===== config.mk =====
export PLATFORM = sky130hd
export DESIGN_NAME = pwcm_cfg_flat
export DESIGN_NICKNAME = d
export VERILOG_FILES = /design/src/rtl/core/pwcm_pkg.sv /design/src/rtl/core/pwcm_if.sv /design/src/rtl/core/pwcm_cfg.sv /design/src/flat_wrapper.sv
export SDC_FILE = /design/constraint.sdc
export NUM_CORES = 1
export LEC_CHECK = 0
export ABC_CLOCK_PERIOD_IN_PS = 2900
export BUFFER_PORTS_ARGS = -buffer_cell sky130_fd_sc_hd__buf_4
export CORE_MARGIN = 5
export CORE_UTILIZATION = 42
export DETAILED_ROUTE_END_ITERATION = 10
export GPL_ROUTABILITY_DRIVEN = 0
export PLACE_DENSITY = 0.67
export RECOVER_POWER = 50
export SLEW_MARGIN = 25
export SYNTH_ARGS = -nofsm -noshare
export SYNTH_HDL_FRONTEND = slang
export SYNTH_SLANG_ARGS = --single-unit

===== constraint.sdc =====
create_clock -name clk -period 2.9 [get_ports clk]
set_input_delay 0.145 -clock clk [delete_from_list [all_inputs] [get_ports clk]]
set_output_delay 0.145 -clock clk [all_outputs]
set_load 0.02 [all_outputs]

===== src/rtl/core/pwcm_pkg.sv =====
// pwcm_pkg: widths, payload types and shared helpers of the perspective warp mapper
// no dependencies
`default_nettype none
package pwcm_pkg;

	localparam int COORD_BITS     = 12;
	localparam int FRAC_BITS      = 8;
	localparam int COEF_BITS      = 32;
	localparam int COEF_FRAC_BITS = 20;
	localparam int LIMIT_BITS     = 16;
	localparam int CFG_DATA_BITS  = 64;
	localparam int CFG_IDX_BITS   = 3;

	// product of a coefficient with a zero extended coordinate
	localparam int PW = COEF_BITS + COORD_BITS + 1;
	// sum of two products and an offset
	localparam int SW = PW + 2;
	// magnitude after sign normalisation
	localparam int MW = SW - 1;
	// limit times denominator
	localparam int LW = COORD_BITS + MW;
	// quotient bits: integer part and fraction
	localparam int QW = COORD_BITS + FRAC_BITS;
	// partial remainder of the long division
	localparam int RW = MW + 1;

	localparam logic [COEF_BITS-1:0] COEF_ONE = COEF_BITS'(1) << COEF_FRAC_BITS;
	localparam logic [COORD_BITS-1:0] COORD_MAX = {COORD_BITS{1'b1}};

	localparam logic [CFG_IDX_BITS-1:0] REG_XP_GAINS      = 3'd0;
	localparam logic [CFG_IDX_BITS-1:0] REG_YP_GAINS      = 3'd1;
	localparam logic [CFG_IDX_BITS-1:0] REG_WP_GAINS      = 3'd2;
	localparam logic [CFG_IDX_BITS-1:0] REG_XY_OFFSETS    = 3'd3;
	localparam logic [CFG_IDX_BITS-1:0] REG_W_OFFSET      = 3'd4;
	localparam logic [CFG_IDX_BITS-1:0] REG_SOURCE_LIMITS = 3'd5;
	localparam logic [CFG_IDX_BITS-1:0] REG_BILINEAR_MODE = 3'd6;

	typedef struct packed {
		logic [COORD_BITS-1:0] out_x;
		logic [COORD_BITS-1:0] out_y;
	} in_word_t;

	typedef struct packed {
		logic                  inside_res;
		logic [COORD_BITS-1:0] src_x;
		logic [COORD_BITS-1:0] src_y;
		logic [FRAC_BITS-1:0]  frac_x;
		logic [FRAC_BITS-1:0]  frac_y;
	} out_word_t;

	typedef struct packed {
		logic signed [COEF_BITS-1:0] gxx;
		logic signed [COEF_BITS-1:0] gxy;
		logic signed [COEF_BITS-1:0] gyx;
		logic signed [COEF_BITS-1:0] gyy;
		logic signed [COEF_BITS-1:0] gwx;
		logic signed [COEF_BITS-1:0] gwy;
		logic signed [COEF_BITS-1:0] ox;
		logic signed [COEF_BITS-1:0] oy;
		logic signed [COEF_BITS-1:0] ow;
		logic [COORD_BITS-1:0]       limx;
		logic [COORD_BITS-1:0]       limy;
		logic                        bilinear;
	} cfg_t;

	typedef struct packed {
		logic          ok;
		logic [MW-1:0] nx;
		logic [MW-1:0] ny;
		logic [MW-1:0] den;
	} div_in_t;

	typedef struct packed {
		logic          ok;
		logic [QW-1:0] qx;
		logic [QW-1:0] qy;
	} div_out_t;

	// one restoring step: shift in a dividend bit, subtract when it fits
	function automatic logic [RW:0] div_step(input logic [RW-1:0] r,
		input logic [MW-1:0] d, input logic b);
		logic [RW-1:0] t;
		logic [RW:0]   res;
		t = {r[RW-2:0], b};
		if (t >= {1'b0, d}) begin
			res = {1'b1, t - {1'b0, d}};
		end else begin
			res = {1'b0, t};
		end
		return res;
	endfunction

	// limits wider than the coordinate saturate
	function automatic logic [COORD_BITS-1:0] sat_limit(input logic [LIMIT_BITS-1:0] v);
		logic [COORD_BITS-1:0] res;
		if (v > LIMIT_BITS'(COORD_MAX)) begin
			res = COORD_MAX;
		end else begin
			res = v[COORD_BITS-1:0];
		end
		return res;
	endfunction

endpackage
`default_nettype wire


===== src/rtl/core/pwcm_if.sv =====
// pwcm_if: handshake channels of the perspective warp mapper
// depends on pwcm_pkg
`default_nettype none


interface pwcm_cfg_if;
	logic                                 valid;
	logic                                 ready;
	logic [pwcm_pkg::CFG_IDX_BITS-1:0]    index;
	logic [pwcm_pkg::CFG_DATA_BITS-1:0]   wdata;
	modport source (output valid, output index, output wdata, input ready);
	modport sink (input valid, input index, input wdata, output ready);
endinterface
`default_nettype wire


===== src/rtl/core/pwcm_cfg.sv =====
// pwcm_cfg: configuration registers of the mapper, decoded into coefficient fields
// depends on pwcm_pkg and pwcm_if
`default_nettype none
module pwcm_cfg (
	input  wire           clk,
	input  wire           arst_n,
	pwcm_cfg_if.sink      cfg,
	output pwcm_pkg::cfg_t cfg_fields
);
	localparam int CB = pwcm_pkg::COEF_BITS;

	logic [pwcm_pkg::CFG_DATA_BITS-1:0] xp_gains_q, yp_gains_q, wp_gains_q, xy_offsets_q;
	logic [CB-1:0]                      w_offset_q;
	logic [CB-1:0]                      source_limits_q;
	logic                               bilinear_mode_q;
	logic                               wr;

	assign cfg.ready = 1'b1;
	assign wr = cfg.valid;

	always_ff @(posedge clk or negedge arst_n) begin
		if (!arst_n) begin
			xp_gains_q      <= {{CB{1'b0}}, pwcm_pkg::COEF_ONE};
			yp_gains_q      <= {pwcm_pkg::COEF_ONE, {CB{1'b0}}};
			wp_gains_q      <= '0;
			xy_offsets_q    <= '0;
			w_offset_q      <= pwcm_pkg::COEF_ONE;
			source_limits_q <= '0;
			bilinear_mode_q <= 1'b0;
		end else if (wr) begin
			case (cfg.index)
				pwcm_pkg::REG_XP_GAINS:      xp_gains_q      <= cfg.wdata;
				pwcm_pkg::REG_YP_GAINS:      yp_gains_q      <= cfg.wdata;
				pwcm_pkg::REG_WP_GAINS:      wp_gains_q      <= cfg.wdata;
				pwcm_pkg::REG_XY_OFFSETS:    xy_offsets_q    <= cfg.wdata;
				pwcm_pkg::REG_W_OFFSET:      w_offset_q      <= cfg.wdata[CB-1:0];
				pwcm_pkg::REG_SOURCE_LIMITS: source_limits_q <= cfg.wdata[CB-1:0];
				pwcm_pkg::REG_BILINEAR_MODE: bilinear_mode_q <= cfg.wdata[0];
				default: ;
			endcase
		end
	end

	always_comb begin
		cfg_fields.gxx      = $signed(xp_gains_q[CB-1:0]);
		cfg_fields.gxy      = $signed(xp_gains_q[2*CB-1:CB]);
		cfg_fields.gyx      = $signed(yp_gains_q[CB-1:0]);
		cfg_fields.gyy      = $signed(yp_gains_q[2*CB-1:CB]);
		cfg_fields.gwx      = $signed(wp_gains_q[CB-1:0]);
		cfg_fields.gwy      = $signed(wp_gains_q[2*CB-1:CB]);
		cfg_fields.ox       = $signed(xy_offsets_q[CB-1:0]);
		cfg_fields.oy       = $signed(xy_offsets_q[2*CB-1:CB]);
		cfg_fields.ow       = $signed(w_offset_q);
		cfg_fields.limx     = pwcm_pkg::sat_limit(source_limits_q[pwcm_pkg::LIMIT_BITS-1:0]);
		cfg_fields.limy     = pwcm_pkg::sat_limit(
			source_limits_q[2*pwcm_pkg::LIMIT_BITS-1:pwcm_pkg::LIMIT_BITS]);
		cfg_fields.bilinear = bilinear_mode_q;
	end
endmodule
`default_nettype wire


===== src/flat_wrapper.sv =====
// flat-port wrapper written by rule: the top's interface ports become plain ports
module pwcm_cfg_flat 
  (clk, arst_n, cfg_fields, cfg_valid, cfg_index, cfg_wdata, cfg_ready);
  pwcm_cfg_if cfg_i ();
  input  wire clk;
  input  wire arst_n;
  output pwcm_pkg::cfg_t cfg_fields;
  input wire logic [$bits(cfg_i.valid)-1:0] cfg_valid;
  input wire logic [$bits(cfg_i.index)-1:0] cfg_index;
  input wire logic [$bits(cfg_i.wdata)-1:0] cfg_wdata;
  output wire logic [$bits(cfg_i.ready)-1:0] cfg_ready;
  assign cfg_i.valid = cfg_valid;
  assign cfg_i.index = cfg_index;
  assign cfg_i.wdata = cfg_wdata;
  assign cfg_ready = cfg_i.ready;
  pwcm_cfg u_core (.clk(clk), .arst_n(arst_n), .cfg(cfg_i), .cfg_fields(cfg_fields));
endmodule

==> flow_results.org <==
** Clock network
- CTS tree :: yes
- For this design, the sink count on the clock tree is 321.
- The clock passes through at most 3 buffers.
- Master cell of the clock root buffer :: clkbuf_16
- Once the clock tree was built, the setup fixing pass inserted 0 buffers.
- Clock buffer count from CTS :: 36
- Maximum level of the CTS H-tree :: 2
- Clk slew on worst S/H paths :: 60 ps
- Clock latency on the worst-skew pair, taken at its later pin, is 490 ps.

** Drt
- Count of vias placed by the detailed router :: 7731
- The final layout contains routed wiring with a total length of 33300 um.
- The first TritonRoute pass finished after 6 iterations.
- The detailed router finished its first iteration with 285 violations.
- Dividing the detail-routed wire length by the instance count gives 20.9 um.
- Post-route antenna net violation count :: 0
- Vias per cell :: 4.85
- In the routed design, unresolved DRC markers number 0.

** Layout
- For this run, the post-layout net count is 1248.
- Fraction of layout instances using a drive strength above 1 :: 60.0%
- The library cell used most frequently in the layout, excluding fill and tap cells, is buf_4.
- ANT cells :: 0
- Most frequent cells in the layout :: buf_4, dfrtp_1, mux2_2, dlygate4sd3_1, clkbuf_1
- Area growth syn-to-layout :: 38.2%
- Filler cell count in the final layout :: 2371

** Floorplan
- Initial Util :: 42.4%
- Vertical extent of the die :: 182 um
- The core region is 29500 sq um.
- The floorplan step set the die width to 182 um.
- In this run the count of I/O pins placed on the die edge is 384.
- Die Area :: 33300 sq um
- Number of rows created at floorplan :: 63

** Outcome
- Violations in the final reports :: capacitance limit, slew limit
- The run finished, with violations left.

** Pwr
- Highest ir drop seen on vdd :: 0.000461 V
- Post-layout power :: 14.8 mW
- For this design the static power due to leakage is 7.98 nW.
- Areal power density over the cells :: 855 nW/um^2

** Worst setup path
- Worst endpoint required time :: 3270 ps
- Buffer and inverter count on the worst path :: 2
- Sort of element at the start of the critical path :: input port
- Of all nets on the critical path, the largest fanout is 34.
- Element type at the critical path end :: flop
- Crit path cell chain :: clkbuf_1 -> nand4b_1 -> clkbuf_1 -> mux2_2
- Gate family responsible for the most delay along the worst path :: buffers and inverters
- Cell repeated most along the worst path :: clkbuf_1
- For this design, the slowest cell found on the critical path is clkbuf_1.
- Slowest Stage Delay on Critical Path :: 1710 ps
- By startpoint and endpoint, the worst setup path is classified as input port to flop.
- Data arrival time of the critical path :: 2740 ps
- Critical path depth in cells :: 4
- The number of cells on the worst reg-to-reg path is 1.

** STA
- The routed design could run at a clock period as short as 2370 ps.
- Setup repair after global routing missed its margin :: no
- In the final timing run, aggregate negative setup slack is 0 ps.
- Headroom to the max-slew limit came out at -58.3%.
- Hold violation total from the final report :: 0
- At the pin with the least slew margin, the transition time is 2380 ps.
- Setup clock skew after layout :: 0 ps
- Static timing analysis puts the maximum clock frequency at 422 MHz.
- Max Slew Vio Count :: 176
- Final cycle utilization of the critical path :: 81.7%
- Setup violations remaining at the end of the flow were counted as 0.

** Hold path
- The tightest min-delay check is of the input port to flop type.
- The worst hold path passes through 3 cells.

** Global route
- Maximum number of pins on one net before global-route repair :: 84
- The total overflow left after global routing is 0.
- The number of antenna violations at the first check in global routing was 0.
- For this run, the total global-route usage over all layers was measured as 19.8%.
- Global-route wire length before repair :: 52200 um
- Via count of the first global-routing pass :: 8575

** Synth
- Summed instance area of the synthesized netlist :: 12500 sq um
- Synthesis produced a netlist whose cell count is 715.
- After synthesis, the mean cell area works out to 17.5 sq um.
- Number of nets produced by synthesis :: 785
- For this run, the register share of the synthesized area comes to 64.3%.
- For this run, the number of Yosys warnings is 0.
- After synthesis the netlist holds a flip-flop and latch count of 321.
- Number of different library cells in the post-synthesis netlist :: 16

** Placed design
- Buffers placed on the I/O ports in this run total 382.
- Detailed placement ended at an HPWL of 22900 um.

** Run
- Across the run, the number of max-cap violations was 5.
==> report_power, final <==
part           total [mW]  switching [mW]  internal [mW]
Combinational        4.24            2.22           2.02
Sequential           6.02           0.545           5.48
Clock                4.49            1.73           2.76
Total                14.8            4.50           10.3
==> cell usage after synthesis <==
cell / n / area (sq um)
and4bb_1: 3 / 37.5
buf_2: 4 / 20.0
buf_4: 9 / 67.6
buf_6: 23 / 259
clkbuf_1: 2 / 7.51
clkbuf_2: 1 / 5.00
conb_1: 1 / 3.75
dfrtp_1: 318 / 7960
dfstp_2: 3 / 78.8
mux2_2: 259 / 2920
mux2_4: 62 / 931
nand2b_1: 22 / 138
nand4b_1: 3 / 26.3
nor4_1: 2 / 12.5
nor4b_2: 1 / 15.0
or2b_1: 2 / 15.0
==> repair_timing <==
item	in CTS	in global routing
gates resized for setup	0	0
hold buffers	65	0
hold endpoints to repair	397	0
==> path summary, 6_finish.rpt <==
kind,start,to,slack (ps)
setup reg to reg,u_core.wp_gains_q[55]$_DFFE_PN0P_,u_core.wp_gains_q[55]$_DFFE_PN0P_,2100
hold / removal,cfg_index[0],u_core.bilinear_mode_q$_DFFE_PN0P_,130
setup / recovery,cfg_index[2],u_core.xy_offsets_q[33]$_DFFE_PN0P_,530
max in group asynchronous,arst_n,u_core.xp_gains_q[48]$_DFFE_PN0P_,950
min in group asynchronous,arst_n,u_core.xp_gains_q[18]$_DFFE_PN0P_,200
hold reg to reg,u_core.wp_gains_q[32]$_DFFE_PN0P_,u_core.wp_gains_q[32]$_DFFE_PN0P_,480
==> flip-flops by register name (all words and copies together) (netlist names) <==
| register | cells |
|---|---|
| u_core.source_limits_q | 32 |
| u_core.w_offset_q | 32 |
| u_core.wp_gains_q | 64 |
| u_core.bilinear_mode_q | 1 |
| u_core.yp_gains_q | 64 |
| u_core.xy_offsets_q | 64 |
| u_core.xp_gains_q | 64 |
==> cells by family after synthesis <==
| kind of cell | synth area share [%] |
|---|---|
| multiplexers | 30.8 |
| flip-flops | 64.3 |
| buffers and inverters | 2.87 |
| AND/OR/NAND/NOR | 1.95 |
| other | 0.0300 |
==> per-layer routing <==
metal	part of all wire [%]	wire length (um)	vias to the layer above	track usage, %
met5	0	0	-	0
met4	3.0	995	0	6.09
met3	7.1	2350	60	5.74
met2	51	17100	238	34.7
met1	39	12900	3993	23.8
li1	-	-	3440	-
==> layout make-up <==
class                           instances  area [sq um]  share of cell area [%]
Sequential cell                       321          8040                    46.6
Timing Repair Buffer                  464          3530                    20.5
Clock inverter                         11           133                   0.768
Tap cell                              390           488                    2.83
Clock buffer                           52          1040                    6.04
Multi-Input combinational cell        355          4030                    23.4
==> per-stage QoR <==
| step | instance area, sq um | setup WS (ps) | std cells | util, % | hold WS, ps |
|---|---|---|---|---|---|
| after global placement | 15700 | 1040 | 1465 | 53.4 | 192 |
| after floorplan | 12500 | 1390 | 715 | - | -151 |
| after global routing | 17300 | 413 | 1593 | 58.6 | 110 |
| after CTS | 17600 | 704 | 1593 | 59.6 | 109 |
| after detailed placement | 15700 | 1000 | 1465 | 53.4 | 200 |
| final | 17300 | 530 | 1593 | 58.6 | 132 |
No activity file was read; power rests on OpenSTA's default activity.
